### src/fsp_pkg.sv
// fsp_pkg: shared types, character codes and class functions for the
// format specifier parser. No dependencies.
package fsp_pkg;

	localparam int unsigned ItemDataW = 40;
	localparam int unsigned ResDataW  = 88;

	localparam logic [31:0] SAT_MAX = 32'h7FFF_FFFF;

	localparam logic [7:0] CH_MINUS = 8'h2D;
	localparam logic [7:0] CH_ZERO  = 8'h30;
	localparam logic [7:0] CH_NINE  = 8'h39;
	localparam logic [7:0] CH_PLUS  = 8'h2B;
	localparam logic [7:0] CH_HASH  = 8'h23;
	localparam logic [7:0] CH_STAR  = 8'h2A;
	localparam logic [7:0] CH_DOT   = 8'h2E;
	localparam logic [7:0] CH_PCT   = 8'h25;
	localparam logic [7:0] CH_LC    = 8'h63;
	localparam logic [7:0] CH_LS    = 8'h73;
	localparam logic [7:0] CH_LP    = 8'h70;
	localparam logic [7:0] CH_LD    = 8'h64;
	localparam logic [7:0] CH_LI    = 8'h69;
	localparam logic [7:0] CH_LU    = 8'h75;
	localparam logic [7:0] CH_LX    = 8'h78;
	localparam logic [7:0] CH_UX    = 8'h58;

	typedef enum logic [2:0] {
		PH_IDLE   = 3'd0,
		PH_FLAGS  = 3'd1,
		PH_WDIG   = 3'd2,
		PH_AFTW   = 3'd3,
		PH_PSTART = 3'd4,
		PH_PRUN   = 3'd5,
		PH_CONV   = 3'd6
	} fsp_phase_t;

	typedef struct packed {
		fsp_phase_t  phase;
		logic        minus_flag;
		logic        zero_flag;
		logic [30:0] width_acc;
		logic        width_seen;
		logic        prec_seen;
		logic [31:0] prec_acc;
		logic        prec_negative;
		logic        prec_run_stopped;
		logic [7:0]  char_count;
	} fsp_state_t;

	typedef struct packed {
		logic               start_req;
		logic [7:0]         ch;
		logic signed [31:0] star_value;
	} fsp_item_t;

	typedef struct packed {
		logic               error;
		logic               left_justify;
		logic               zero_pad;
		logic               width_given;
		logic [30:0]        min_width;
		logic               has_precision;
		logic signed [31:0] precision_value;
		logic [7:0]         conversion;
		logic [7:0]         spec_length;
	} fsp_result_t;

	function automatic logic is_digit(input logic [7:0] c);
		return (c >= CH_ZERO) && (c <= CH_NINE);
	endfunction

	function automatic logic is_flag(input logic [7:0] c);
		return c inside {CH_MINUS, CH_ZERO, CH_PLUS, CH_HASH};
	endfunction

	function automatic logic is_conv(input logic [7:0] c);
		return c inside {CH_LC, CH_LS, CH_LP, CH_LD, CH_LI, CH_LU, CH_LX, CH_UX, CH_PCT};
	endfunction

	function automatic logic is_noz(input logic [7:0] c);
		return c inside {CH_LS, CH_LP, CH_LD, CH_LI, CH_LU, CH_LX, CH_UX};
	endfunction

endpackage

### src/fsp_mac.sv
// fsp_mac: saturating decimal accumulate, acc * 10 + digit, clipped at SAT_MAX.
// Depends on fsp_pkg.
module fsp_mac (
	input  logic [31:0] acc,
	input  logic [7:0]  ch,
	output logic [31:0] acc_next
);
	import fsp_pkg::*;

	logic [7:0]  dig_full;
	logic [35:0] sum;

	assign dig_full = ch - CH_ZERO;
	assign sum = {1'b0, acc, 3'b000} + {3'b000, acc, 1'b0} + {32'd0, dig_full[3:0]};
	assign acc_next = (sum > {4'd0, SAT_MAX}) ? SAT_MAX : sum[31:0];

endmodule

### src/fsp_step.sv
// fsp_step: next state and result for one specifier character.
// Depends on fsp_pkg and fsp_mac.
module fsp_step (
	input  fsp_pkg::fsp_state_t  cur,
	input  fsp_pkg::fsp_item_t   item,
	output fsp_pkg::fsp_state_t  nxt,
	output logic                 res_valid,
	output fsp_pkg::fsp_result_t res
);
	import fsp_pkg::*;

	logic [31:0] mac_op;
	logic [31:0] mac_out;
	logic [31:0] neg_star;
	logic [7:0]  dig_full;

	assign mac_op = (cur.phase == PH_WDIG) ? {1'b0, cur.width_acc} : cur.prec_acc;
	assign neg_star = ~item.star_value + 32'd1;
	assign dig_full = item.ch - CH_ZERO;

	fsp_mac u_mac (
		.acc      (mac_op),
		.ch       (item.ch),
		.acc_next (mac_out)
	);

	always_comb begin
		fsp_state_t st;
		logic       done;
		logic       c_dig;
		logic       z;
		st = cur;
		done = 1'b0;
		c_dig = is_digit(item.ch);
		z = 1'b0;
		res_valid = 1'b0;
		res = '0;

		if (item.start_req) begin
			st = '0;
			st.phase = PH_FLAGS;
			st.char_count = 8'd1;
			done = 1'b1;
		end else if (cur.phase == PH_IDLE) begin
			done = 1'b1;
		end else if (cur.char_count != 8'hFF) begin
			st.char_count = cur.char_count + 8'd1;
		end

		if (!done && st.phase == PH_FLAGS) begin
			if (is_flag(item.ch)) begin
				if (item.ch == CH_MINUS) st.minus_flag = 1'b1;
				if (item.ch == CH_ZERO) st.zero_flag = 1'b1;
				done = 1'b1;
			end else if (item.ch == CH_STAR) begin
				if (item.star_value[31]) begin
					st.width_acc = neg_star[31] ? SAT_MAX[30:0] : neg_star[30:0];
					st.minus_flag = 1'b1;
				end else begin
					st.width_acc = item.star_value[30:0];
				end
				st.width_seen = 1'b1;
				st.phase = PH_AFTW;
				done = 1'b1;
			end else if (c_dig) begin
				st.width_acc = {27'd0, dig_full[3:0]};
				st.width_seen = 1'b1;
				st.phase = PH_WDIG;
				done = 1'b1;
			end else begin
				st.phase = PH_AFTW;
			end
		end

		if (!done && st.phase == PH_WDIG) begin
			if (c_dig) begin
				st.width_acc = mac_out[30:0];
				done = 1'b1;
			end else begin
				st.phase = PH_AFTW;
			end
		end

		if (!done && st.phase == PH_AFTW) begin
			if (item.ch == CH_DOT) begin
				st.prec_seen = 1'b1;
				st.prec_acc = '0;
				st.phase = PH_PSTART;
				done = 1'b1;
			end else begin
				st.phase = PH_CONV;
			end
		end

		if (!done && st.phase == PH_PSTART) begin
			if (item.ch == CH_STAR) begin
				st.prec_acc = item.star_value;
				st.phase = PH_CONV;
				done = 1'b1;
			end else if (item.ch == CH_MINUS || c_dig) begin
				st.prec_negative = (item.ch == CH_MINUS);
				st.prec_acc = c_dig ? {28'd0, dig_full[3:0]} : 32'd0;
				st.prec_run_stopped = 1'b0;
				st.phase = PH_PRUN;
				done = 1'b1;
			end else begin
				st.prec_acc = '0;
				st.phase = PH_CONV;
			end
		end

		if (!done && st.phase == PH_PRUN) begin
			if (c_dig) begin
				if (!st.prec_run_stopped) st.prec_acc = mac_out;
				done = 1'b1;
			end else if (item.ch == CH_MINUS) begin
				st.prec_run_stopped = 1'b1;
				done = 1'b1;
			end else begin
				if (st.prec_negative && st.prec_acc != 32'd0) begin
					st.width_acc = st.prec_acc[30:0];
					st.width_seen = 1'b1;
					st.minus_flag = 1'b1;
				end
				if (st.prec_negative) st.prec_acc = '0;
				st.phase = PH_CONV;
			end
		end

		// any character not taken above closes the specifier; one that is not a conversion character is an error
		if (!done) begin
			st.phase = PH_IDLE;
			res_valid = 1'b1;
			res.spec_length = st.char_count;
			if (!is_conv(item.ch)) begin
				res.error = 1'b1;
			end else begin
				z = st.zero_flag && !st.minus_flag;
				if (z && st.prec_seen && !st.prec_acc[31] && is_noz(item.ch)) z = 1'b0;
				res.left_justify = st.minus_flag;
				res.zero_pad = z;
				res.width_given = st.width_seen;
				res.min_width = st.width_seen ? st.width_acc : 31'd0;
				res.has_precision = st.prec_seen;
				res.precision_value = st.prec_seen ? st.prec_acc : 32'hFFFF_FFFF;
				res.conversion = item.ch;
			end
		end

		nxt = st;
	end

endmodule

### src/format_specifier_parser_top.sv
// format_specifier_parser_top: input register, parse step and result register.
// Depends on fsp_pkg and fsp_step.
// a closing request passes the input register, then its result the result register
// throughput: one request per cycle while the result side keeps up
// the input register doubles as the skid stage when the result side stalls
// reset: arst_n clears valid flags and parser state to idle; payload is not reset
module format_specifier_parser_top (
	input  logic                          clk,
	input  logic                          arst_n,
	input  logic                          s_axis_tvalid,
	output logic                          s_axis_tready,
	input  logic [fsp_pkg::ItemDataW-1:0] s_axis_tdata,   // ch, star_value
	input  logic                          s_axis_tuser,   // start_req
	output logic                          m_axis_tvalid,
	input  logic                          m_axis_tready,
	output logic [fsp_pkg::ResDataW-1:0]  m_axis_tdata,   // left_justify, zero_pad,
	                                                      // width_given, min_width,
	                                                      // has_precision, precision_value,
	                                                      // conversion, spec_length,
	                                                      // zero fill
	output logic                          m_axis_tuser    // error
);
	import fsp_pkg::*;

	logic        item_valid_s1;
	fsp_item_t   item_s1;
	fsp_state_t  state_q;
	fsp_state_t  state_nxt;
	logic        step_res_valid;
	fsp_result_t step_res;
	logic        out_valid_q;
	fsp_result_t out_q;
	logic        adv;
	logic        in_fire;

	assign adv = item_valid_s1 && (!out_valid_q || m_axis_tready);
	assign s_axis_tready = !item_valid_s1 || adv;
	assign in_fire = s_axis_tvalid && s_axis_tready;

	always_ff @(posedge clk or negedge arst_n) begin
		if (!arst_n) begin
			item_valid_s1 <= 1'b0;
		end else if (s_axis_tready) begin
			item_valid_s1 <= s_axis_tvalid;
		end
	end

	always_ff @(posedge clk) begin
		if (in_fire) begin
			item_s1 <= {s_axis_tuser, s_axis_tdata[7:0], s_axis_tdata[39:8]};
		end
	end

	fsp_step u_step (
		.cur       (state_q),
		.item      (item_s1),
		.nxt       (state_nxt),
		.res_valid (step_res_valid),
		.res       (step_res)
	);

	always_ff @(posedge clk or negedge arst_n) begin
		if (!arst_n) begin
			state_q <= '0;
		end else if (adv) begin
			state_q <= state_nxt;
		end
	end

	always_ff @(posedge clk or negedge arst_n) begin
		if (!arst_n) begin
			out_valid_q <= 1'b0;
		end else if (adv && step_res_valid) begin
			out_valid_q <= 1'b1;
		end else if (m_axis_tready) begin
			out_valid_q <= 1'b0;
		end
	end

	always_ff @(posedge clk) begin
		if (adv && step_res_valid) begin
			out_q <= step_res;
		end
	end

	assign m_axis_tvalid = out_valid_q;
	assign m_axis_tuser  = out_q.error;
	assign m_axis_tdata  = {5'd0, out_q.spec_length, out_q.conversion, out_q.precision_value,
		out_q.has_precision, out_q.min_width, out_q.width_given, out_q.zero_pad,
		out_q.left_justify};

`ifndef SYNTHESIS
	a_s1_hold: assert property (@(posedge clk) disable iff (!arst_n)
		item_valid_s1 && !adv |=> item_valid_s1 && $stable(item_s1))
		else $error("held request changed while stalled");

	a_out_from_step: assert property (@(posedge clk) disable iff (!arst_n)
		$rose(out_valid_q) |-> $past(adv) && $past(step_res_valid))
		else $error("result appeared without a closing request");

	a_count_open: assert property (@(posedge clk) disable iff (!arst_n)
		state_q.phase != PH_IDLE |-> state_q.char_count != 8'd0)
		else $error("open specifier with zero length");

	a_error_clean: assert property (@(posedge clk) disable iff (!arst_n)
		m_axis_tvalid && m_axis_tuser |-> m_axis_tdata[74:0] == 75'd0)
		else $error("error result carries payload");

	a_no_stall_loss: assert property (@(posedge clk) disable iff (!arst_n)
		out_valid_q && !m_axis_tready |=> out_valid_q && $stable(out_q))
		else $error("pending result lost");
`endif

endmodule

### config.mk
export PLATFORM = sky130hd
export DESIGN_NAME = format_specifier_parser_top
export DESIGN_NICKNAME = d
export VERILOG_FILES = /design/src/fsp_pkg.sv /design/src/fsp_mac.sv /design/src/fsp_step.sv /design/src/format_specifier_parser_top.sv
export SDC_FILE = /design/constraint.sdc
export NUM_CORES = 1
export LEC_CHECK = 0
export BUFFER_PORTS_ARGS = -buffer_cell sky130_fd_sc_hd__buf_4
export CAP_MARGIN = 20
export CORE_MARGIN = 2
export CORE_UTILIZATION = 45
export CTS_CLUSTER_DIAMETER = 30
export DETAILED_ROUTE_END_ITERATION = 10
export GPL_ROUTABILITY_DRIVEN = 0
export PLACE_DENSITY = 0.7
export SYNTH_ARGS = -nofsm -noshare
export SYNTH_HDL_FRONTEND = slang
export SYNTH_SLANG_ARGS = --single-unit
### constraint.sdc
create_clock -name clk -period 7.8 [get_ports clk]
set_input_delay 1.17 -clock clk [delete_from_list [all_inputs] [get_ports clk]]
set_output_delay 1.17 -clock clk [all_outputs]
set_load 0.1 [all_outputs]
* Word level (Yosys, flattened, before mapping) *
Index checks and enable logic that the tools add are counted.

operators by class
  $add $sub $neg = 5
  order comparisons = 3
  eq/ne operators = 22
  mux-type cells = 76
  bitwise logic cells = 3
  reductions and logical operators = 35

operators by type and width
  kind                                                              number
  two-way mux 32 bit                                                17
  two-way mux 31 bit                                                4
  two-way mux 72 bit                                                1
  two-way mux 33 bit                                                2
  equality test 8 x 7 -> 1 bit (second input constant)              8
  equality test 8 x 6 -> 1 bit (second input constant)              7
  two-way mux 37 bit                                                1
  adder 35 x 33 -> 36 bit                                           1
  adder 36 x 4 -> 36 bit                                            1
  greater-than comparator 36 x 31 -> 1 bit (second input constant)  1
  two-way mux 34 bit                                                1
  adder 32 x 1 -> 32 bit (second input constant)                    1
  two-way mux 1 bit                                                 32
  NOT 32 bit                                                        1
  nonzero test 32 bit                                               1
  two-way mux 8 bit                                                 3
  two-way mux 3 bit                                                 6
  two-way mux 4 bit                                                 4
  logical AND 1 bit                                                 14
  two-way mux 2 bit                                                 5
  equality test 3 x 2 -> 1 bit (second input constant)              3
  logical NOT 1 bit                                                 9
  nonzero test 9 bit                                                1
  adder 8 x 1 -> 8 bit (second input constant)                      1
  14 further kinds                                                  19

word-level totals
  register bits after elaboration = 207
  input bits = 45
  output and inout bits = 91
  logic and storage cells = 168

* Depth between registers and ports, before layout *
Gate-level depths: netlist of the first run.

  depth in word-level cells = 28
  gate-level depth with buffers = 18
  mapped depth without buffers = 14

* Cells and area by module *
A second synthesis of the first run with hierarchy kept.

second synthesis, totals
  cells, all modules = 1431
  area, all modules = 14191.1 µm²

by module, submodules not included
  module                       instances  cells an instance  area an instance (µm²)  sequential area each (µm²)
  format_specifier_parser_top  1          310                6936.7                  5805.6
  fsp_step                     1          808                4812.1                  0.0
  fsp_mac                      1          313                2442.3                  0.0

* Worst setup path before layout of the first run *
OpenSTA, ideal clock, no wires.

  path kind = reg2reg
  start point = register item_s1[38] (netlist bit)
  end point = register out_q (netlist bit m_axis_tdata[0]), enable pin
  setup time = 0.527 ns
  data arrival time = 5.665 ns
  data required time = 7.273 ns
  slack = 1.607 ns
  cell stages (with the launch flop) = 9
  buffers on the path = 2
  period minus slack after synthesis = 6.193 ns
  path through = edfxtp_1 -> or3b_1 -> buf_2 -> o31a_1 -> a22oi_4 -> nor4_1 -> or3_1 -> clkbuf_1 -> nor2_1

on the way
  longest elaborated chain between the ends = 20
  elaborated cells on any way between the ends = 50
  classes of those cells = 2 x order compare; 10 x eq/ne; 26 x mux; 12 x reduce/logical

ends and longest elaborated chain
  item                                                                                                   RTL line                           source
  start: declaration                                                                                     format_specifier_parser_top.sv:26  fsp_item_t item_s1;
  start signal: assignment                                                                               format_specifier_parser_top.sv:50  item_s1 <= {s_axis_tuser, s_axis_tdata[7:0], s_axis_tdata[39:8]};
  greater-or-equal comparator 8 x 6 -> 1 bit or less-or-equal comparator 8 x 6 -> 1 bit (tied branches)  fsp_pkg.sv:69                      return (c >= CH_ZERO) && (c <= CH_NINE);
  logical AND 1 bit                                                                                      fsp_pkg.sv:69
  two-way mux 1 bit                                                                                      fsp_step.sv:65                     end else if (c_dig) begin
  two-way mux 1 bit                                                                                      fsp_step.sv:55                     end else if (item.ch == CH_STAR) begin
  two-way mux 3 bit or two-way mux 1 bit (tied branches)                                                 fsp_step.sv:51                     if (is_flag(item.ch)) begin
  two-way mux 37 bit or two-way mux 1 bit (tied branches)                                                fsp_step.sv:50                     if (!done && st.phase == PH_FLAGS) begin
  equality test 3 x 2 -> 1 bit or logical NOT 1 bit (tied branches)                                      fsp_step.sv:75                     if (!done && st.phase == PH_WDIG) begin
  logical AND 1 bit                                                                                      fsp_step.sv:75
  [4 not listed]                                                                                         n/a
  equality test 3 bit, or another cell as far along                                                      fsp_step.sv:95                     if (!done && st.phase == PH_PSTART) begin
  logical AND 1 bit or two-way mux 1 bit (tied branches)                                                 fsp_step.sv:95, fsp_step.sv:96
  two-way mux 3 bit or two-way mux 1 bit (tied branches)                                                 fsp_step.sv:95
  equality test 3 bit, or another cell as far along                                                      fsp_step.sv:112                    if (!done && st.phase == PH_PRUN) begin
  logical AND 1 bit or two-way mux 1 bit (tied branches)                                                 fsp_step.sv:112, fsp_step.sv:113
  two-way mux 1 bit (*)                                                                                  fsp_step.sv:112
  two-way mux 1 bit (*)                                                                                  fsp_step.sv:131                    if (!done) begin
  logical AND 1 bit (*)                                                                                  format_specifier_parser_top.sv:81  if (adv && step_res_valid) begin
  end signal: assignment                                                                                 format_specifier_parser_top.sv:82  out_q <= step_res;
  end: declaration                                                                                       format_specifier_parser_top.sv:32  fsp_result_t out_q;

Every way passes the cells marked *; elsewhere a longest branch is shown, timed or not.
A chain may end at the register's enable or synchronous reset.

* Worst setup path after layout of the first run *
  start point = register state_q[78] (netlist bit)
  end point = register out_q (netlist bit m_axis_tdata[35]) (data pin)

on the way
  longest elaborated chain between the ends = 21
  elaborated cells on any way between the ends = 54
  classes of those cells = 2 x add/sub; 1 x order compare; 6 x eq/ne; 33 x mux; 12 x reduce/logical

ends and longest elaborated chain
  item                                                                              RTL line                           source
  start: declaration                                                                format_specifier_parser_top.sv:27  fsp_state_t state_q;
  start signal: assignment                                                          format_specifier_parser_top.sv:66  state_q <= state_nxt;
  parallel branches: the longest is 21 deep, another holds adder 35 x 33 -> 36 bit  n/a

Several ways; the timed one is not identified.

==> results of run 1 <==
[worst max path at each step]
stage                       end   startpoint  cells after the start  slack, ns
2_1_floorplan   m_axis_tdata[0]  item_s1[38]                      8       1.61
3_3_place_gp   m_axis_tdata[35]  state_q[78]                     14       2.14
3_5_place_dp   m_axis_tdata[35]  state_q[78]                     14       2.01
4_1_cts             state_q[25]  state_q[78]                     14       1.99
5_1_grt        m_axis_tdata[35]  state_q[78]                     14       1.46
6_report       m_axis_tdata[35]  state_q[78]                     14       1.78
[report_power, final]
group | internal, mW | switching, mW
clock network | 1.41 | 0.749
registers | 1.37 | 0.192
logic | 0.601 | 1.59
[cell usage after synthesis, types with 19 or more instances]
master    count  area [sq um]
a21o_1       20           150
a21oi_1     114           571
a22o_1       29           254
a31oi_1      34           213
buf_2        20           100
clkbuf_1     85           319
dfrtp_1      82          2050
edfxtp_1    125          3750
ha_1         65           813
inv_1        23          86.3
mux2_2       31           349
nand2_1     158           593
nor2_1      107           402
nor3_1       37           185
nor4_1       51           319
o21ai_0      82           410
o31ai_1      53           398
o41ai_1      29           254
or3_1        19           119
xnor2_1      39           342
[cells in the final DEF, fill, tap and decap left out, types with 16 or more instances in the layout]
master	instances
clkbuf_16	50
dfrtp_1	82
nor3_1	36
a221oi_1	16
or3_1	19
inv_1	23
nand2_1	157
a31oi_1	34
buf_4	152
o21ai_0	82
o41ai_1	29
a21o_1	20
mux2_2	31
ha_1	65
edfxtp_1	125
a22o_1	29
nor4_1	51
o31ai_1	52
a22oi_1	17
a21oi_1	113
nor2_1	105
xnor2_1	39
[worst reg2reg max path: cells and delay by family, from the launching register on]
kind                     cells  cell delay (ns)
AO/OA/AOI/OAI                4             1.67
AND/OR/NAND/NOR              5             1.45
buffers and inverters        2             0.78
adder cells (fa/ha/maj)      2             0.75
flip-flops                   1             0.60
multiplexers                 1             0.47
[layer usage]
| metal | vias to the layer above | track usage [%] |
|---|---|---|
| met2 | 988 | 41.9 |
| met1 | 6337 | 40.8 |
| met4 | 0 | 12.6 |
| li1 | 5922 | - |
| met5 | - | 0 |
| met3 | 185 | 7.82 |
[final cells by class]
type                    instances  area share [%]
clock buffers                  51            7.42
clock inverters                41            3.08
inverters                      23           0.510
multi-input cells            1138            44.9
flip-flops and latches        207            34.3
well taps                     396            2.93
repair buffers                153            6.86
[sequential cells by signal (all words and copies together) (netlist names)]
signal	flops
m_axis_tuser	1
item_valid_s1	1
m_axis_tdata	83
m_axis_tvalid	1
state_q	80
item_s1	41
[stage by stage]
step                instances  total power [mW]  instance area [sq um]
floorplan                1482              3.12                  13900
global placement         1916              3.66                  15100
detailed placement       1916              3.70                  15100
CTS                      2008              5.87                  16900
global route             2009              6.12                  16900
finish                   2009              5.91                  16900
[cell families after synthesis]
kind of cell | count (synthesis) | share of synthesized area, %
adder cells (fa/ha/maj) | 67 | 6.15
flip-flops | 207 | 41.9
other | 1 | 0.0270
AND/OR/NAND/NOR | 484 | 17.3
buffers and inverters | 137 | 4.05
multiplexers | 38 | 3.02
AO/OA/AOI/OAI | 491 | 24.3
XOR/XNOR | 52 | 3.28
==> results.md, run 1 <==
* Result of the run: finished clean
* Final Hold Violating Endpoints at 0
* Critical path launch point type: flop
* Worst setup slack after placement at 2.01 ns
* Worst Path Arrival at 6.28 ns
* Headroom to the max-slew limit at 27.9%
* Reg2Reg Setup Slack at 1.78 ns
* Count of input and output buffers at 130
* Worst hold path class: flop to flop
* Layout cell share with drive strength beyond 1 at 18.6%
* Standard cell with the maximum stage delay on the critical path: nor4_1
* Critical hold path startpoint: state_q[42]
* Hold Crit Endpoint: state_q[42]
* Number of synthesized flops with an enable pin at 125
* Total routing resource utilization after global routing at 29.0%
* Worst flop-to-flop path startpoint: state_q[78]
* Skew final at 0.0268 ns
* Worst-skew pair later-pin latency at 0.56 ns
* GR Overflow Total at 0
* Total of max-cap violations at 0
* HPWL Detailed at 32.9 mm
* Total clock sinks at 207
* Synthesized area at 13900 sq um
* Initial antenna violation count at 0
* List of cells traversed by the critical path: nor3b_4 -> buf_4 -> mux2_2 -> ha_1 -> ha_1 -> nand4_1 -> nor3_1 -> a221oi_1 -> o2111ai_1 -> nor4_1 -> nor3_4 -> buf_4 -> o41ai_1 -> a21oi_1
* Average via count per standard cell at 6.69
* Hold depth at 2
* Number of H-tree branching levels at 2
* Antenna Cells at 0
* Reg-to-reg endpoint: m_axis_tdata[35]
* Leakage at 6.73 nW
* Signed area change from the synthesized netlist to the final layout at 22.0%
* Highest layer used for signal routing: met4
* Clk root buf: clkbuf_16
* Final number of max-transition violations at 0
* Die Footprint at 32200 sq um
* Time the final worst path needs with I/O delays and setup at 6.02 ns
* Final WL at 48.0 mm
* Maximum number of pins on one net before global-route repair at 67
* CTS tree: built
* Number of design rule violations left after detail routing at 0
* CP delay by family, top: compound AO/OA/AOI/OAI gates
* Total Nets Final at 1684
* Number of warning messages in the yosys log at 0
* Number of cells traversed by the worst register-to-register path at 14
* Total of cells resized after clock tree synthesis at 0
* Core outline area at 30400 sq um
* Category of the critical setup timing path: flop to flop
* Deepest clock path buffer count at 3
* Synthesized flop and latch total at 207
* Worst Setup Slack, final at 1.78 ns
* Vias post-DR at 13400
* Hold buffers post-CTS at 0
* Initial core utilization at 45.6%
* Number of buffers created by CTS at 49
* Upper clock frequency limit at 166 MHz
* Iteration-0 DRC Markers at 2202
* Area occupied by multi-input gates at 7590 sq um
* Die height at 180 microns
* Std cell rows at 64
* Most common flop cell mapped by yosys: edfxtp_1
* Routed wire length on met3 at 6.44 mm
* Number of library cell types mapped by synthesis at 86
* Crit end category: flop
* Cell area power density at 349 nW/um^2
* DRT antenna net count at 0
* Count of mapped cells out of synthesis at 1477
* Total negative setup slack at 0 ns
* Met2 wire length at 20.2 mm
* Final cycle utilization of the critical path at 77.2%
* DR WL/cell at 23.9 microns
* CP bufs+invs at 2
* Global-route wire length before repair at 74.5 mm
* Proportion of register bits with asynchronous set or reset after synthesis at 39.6%
* Maximum cell stage delay along the critical path at 0.79 ns
* Count of TritonRoute iterations in the first routing pass at 6
* Worst vdd rail ir drop at 0.000219 V
* Unrepaired setup endpoints after global routing: false
* Worst hold slack at 0.491 ns
* IO Pins at 136
* Final setup vio count at 0
* # Post-CTS Setup Buffers at 0
* Filler instances at 2666
* Slew at the pin closest to its max-slew limit at 1.07 ns
* Seq/Total Area, Yosys at 41.9%
* Clock input transition at the sequential cells of the worst setup and hold paths at 0.05 ns
* Avg Cell Area, Syn at 9.39 sq um
* Area taken by flip-flops and latches at 5810 sq um
* Endpoint required time on the critical path at 8.06 ns
* Wire length on met1 at 19.2 mm
* Die span in x at 180 microns
* Via count of the first global-routing pass at 12700
* Largest fanout on the critical path at 33
* Post-route core utilization at 55.6%
Note: power is estimated with default switching activity, not from simulation.
==> run 2, diff against run 1 <==
--- a/config.mk
+++ b/config.mk
@@ -12,7 +12,7 @@
 export CTS_CLUSTER_DIAMETER = 30
 export DETAILED_ROUTE_END_ITERATION = 10
 export GPL_ROUTABILITY_DRIVEN = 0
-export PLACE_DENSITY = 0.7
+export PLACE_DENSITY = 0.73
 export SYNTH_ARGS = -nofsm -noshare
 export SYNTH_HDL_FRONTEND = slang
 export SYNTH_SLANG_ARGS = --single-unit
==> constraint.sdc (replaced) <==
create_clock -name clk -period 5.3 [get_ports clk]
set_input_delay 0.795 -clock clk [delete_from_list [all_inputs] [get_ports clk]]
set_output_delay 0.795 -clock clk [all_outputs]
set_load 0.1 [all_outputs]
==> results.md, run 2 (synthesized netlist as in run 1, its figures left out) <==
* Worst setup slack after placement at -0.358 ns (-2.37 ns)
* Die Footprint at 32200 sq um (unchanged)
* DR WL/cell at 23.5 microns (-1.5%)
* GR Overflow Total at 0 (unchanged)
* Maximum number of pins on one net before global-route repair at 66 (-1.5%)
* Cell area power density at 508 nW/um^2 (+45%)
* Clock network fraction of design power at 34.9% (-1.6 points)
* Leakage at 6.90 nW (+2.4%)
* Worst flop-to-flop path startpoint: state_q[79]
* Total power of the final layout at 8.73 mW (+48%)
* Most frequent standard cell in the layout excluding fill and tap cells: buf_4
* Slew at the pin closest to its max-slew limit at 1.17 ns (+0.102 ns)
* Crit end category: flop
* Core outline area at 30400 sq um (unchanged)
* Worst Path Arrival at 5.57 ns (-0.71 ns)
* Worst-skew pair later-pin latency at 0.53 ns (-0.03 ns)
* Worst hold path class: input port to asynchronous set/reset pin
* CP delay by family, top: compound AO/OA/AOI/OAI gates
* Clock input transition at the sequential cells of the worst setup and hold paths at 0.05 ns (about the same)
* Clk root buf: clkbuf_16
* Number of cells traversed by the worst register-to-register path at 15 (+1)
* Total of max-cap violations at 0 (unchanged)
* Cell count after placement at 1950 (+1.8%)
* Cell area after placement at 15400 sq um (+2.0%)
* Worst hold slack at 0.159 ns (-0.332 ns)
* Power share of the sequential group at 26.1% (-0.3 points)
* Initial core utilization at 45.6% (unchanged)
* Global-route wire length before repair at 73.6 mm (-1.2%)
* DRT antenna net count at 0 (unchanged)
* Total routing resource utilization after global routing at 28.7% (-0.34 points)
* Unrepaired setup endpoints after global routing: false
* CP bufs+invs at 3 (+1)
* Worst Setup Slack, final at 0.00951 ns (-1.77 ns)
* Switching share of total power at 41.6% (-1.3 points)
* Count of input and output buffers at 130 (unchanged)
* IO Pins at 136 (unchanged)
* Final WL at 48.1 mm (+0.12%)
* Final number of max-transition violations at 0 (unchanged)
* Maximum cell stage delay along the critical path at 0.50 ns (-0.29 ns)
* Total Nets Final at 1720 (+2.1%)
* Critical path launch point type: flop
* Total negative setup slack at 0 ns (unchanged)
* Iteration-0 DRC Markers at 2021 (-8.2%)
* Standard cell with the maximum stage delay on the critical path: dfrtp_1
* Number of buffers created by CTS at 46 (-6.1%)
* HPWL Detailed at 33.5 mm (+1.7%)
* Flip-flop count of the largest register, all copies and words added at 83 (unchanged)
* Via count of the first global-routing pass at 12700 (+0.44%)
* Signed area change from the synthesized netlist to the final layout at 23.9%
* List of cells traversed by the critical path: nor3b_4 -> buf_4 -> mux2_2 -> inv_1 -> fa_1 -> fa_1 -> nor2b_1 -> o2111ai_1 -> a21oi_1 -> o2111a_1 -> nor4_1 -> buf_4 -> nor3_4 -> nor2_1 -> a221oi_2
* CTS tree: built
* Skew final at 0.00967 ns (-0.0172 ns)
* Cell internal power dissipation at 5.10 mW (+51%)
* Post-route cell area at 17200 sq um (+1.6%)
* Number of H-tree branching levels at 2 (unchanged)
* Count of TritonRoute iterations in the first routing pass at 6 (unchanged)
* Number of design rule violations left after detail routing at 0 (unchanged)
* Endpoint required time on the critical path at 5.58 ns (-2.48 ns)
* Top library cells by usage in the layout, fill and taps aside: 188 x buf_4, 157 x nand2_1, 125 x edfxtp_1, 112 x a21oi_1, 105 x nor2_1
* Category of the critical setup timing path: flop to flop
* Headroom to the max-slew limit at 22.2% (-5.8 points)
* Initial antenna violation count at 3 (+3)
* Number of cells in the finished layout apart from fillers at 2043 (+1.7%)
* Post-route core utilization at 56.5% (+0.88 points)
* Std cell rows at 64 (unchanged)
* Deepest clock path buffer count at 3 (unchanged)
* Worst vdd rail ir drop at 0.000321 V (+47%)
* Power share of the combinational group at 39.0% (+1.9 points)
* Die span in x at 180 microns (unchanged)
* Time the final worst path needs with I/O delays and setup at 5.29 ns (-0.729 ns)
* Reg2Reg Setup Slack at 0.01 ns (-1.77 ns)
* Total clock sinks at 207 (unchanged)
* Die height at 180 microns (unchanged)
* Reg-to-reg endpoint: m_axis_tdata[19]
* Final cycle utilization of the critical path at 99.8% (+23 points)
* Vias post-DR at 13700 (+2.0%)
* Largest fanout on the critical path at 11 (-67%)
* Average via count per standard cell at 6.71 (+0.35%)
* Layout cell share with drive strength beyond 1 at 20.4% (+1.8 points)
* Upper clock frequency limit at 189 MHz (+14%)
* Result of the run: finished clean
* Final Hold Violating Endpoints at 0 (unchanged)
* Final setup vio count at 0 (unchanged)
* P_sw at 3.63 mW (+43%)
* Hold buffers post-CTS at 0 (unchanged)
==> run 2: changes by cell type in the layout (fill, tap and decap cells not counted), sizes merged <==
cell,before,now
buf,153,191
diode,0,1
clkinv,22,11
clkbuf,51,54
bufinv,6,9
inv,31,30
o22ai,4,5
==> run 2: timing repair <==
item | CTS | global route
buffers inserted | 2 | 3
gates cloned | 0 | 1
pin swaps | 1 | 2
setup endpoints to repair | 66 | 70
resized for setup | 2 | 11
==> run 2: power by group through the flow <==
stage | clock network [mW] | registers (mW) | logic [mW]
detailed placement | 0 | 2.28 | 3.27
finish | 3.05 | 2.28 | 3.40
CTS | 3.06 | 2.26 | 3.29
global route | 3.16 | 2.29 | 3.57
floorplan | 0 | 2.92 | 1.67
global placement | 0 | 2.27 | 3.23
==> run 2: worst max path at each step <==
stage | from | endpoint | slack (ns) | cells past startpoint
after CTS | state_q[79] | m_axis_tdata[11] | 0.07 | 17
after global routing | state_q[79] | m_axis_tdata[6] | 0.03 | 15
after global placement | state_q[77] | m_axis_tdata[5] | -0.22 | 13
after detailed placement | state_q[77] | m_axis_tdata[5] | -0.36 | 13
after floorplan | state_q[77] | m_axis_tdata[4] | 0.52 | 17
final | state_q[79] | m_axis_tdata[19] | 0.01 | 15
==> run 2: final cells by class <==
cell class	instances	area (sq um)
Tap cell	396	495
Antenna cell	1	2.50
Clock buffer	54	1200
Fill cell	2618	13200
Timing Repair Buffer	191	1470
Inverter	23	86.3
Sequential cell	207	5810
Multi-Input combinational cell	1139	7670
Clock inverter	32	453
==> run 2: layer usage <==
metal	GRT usage (%)	vias up	share of wire, %
met5	0	-	0.11
met4	13.4	8	5.0
met3	7.98	199	13
met2	41.4	1095	42
met1	39.8	6400	40
li1	-	6005	-
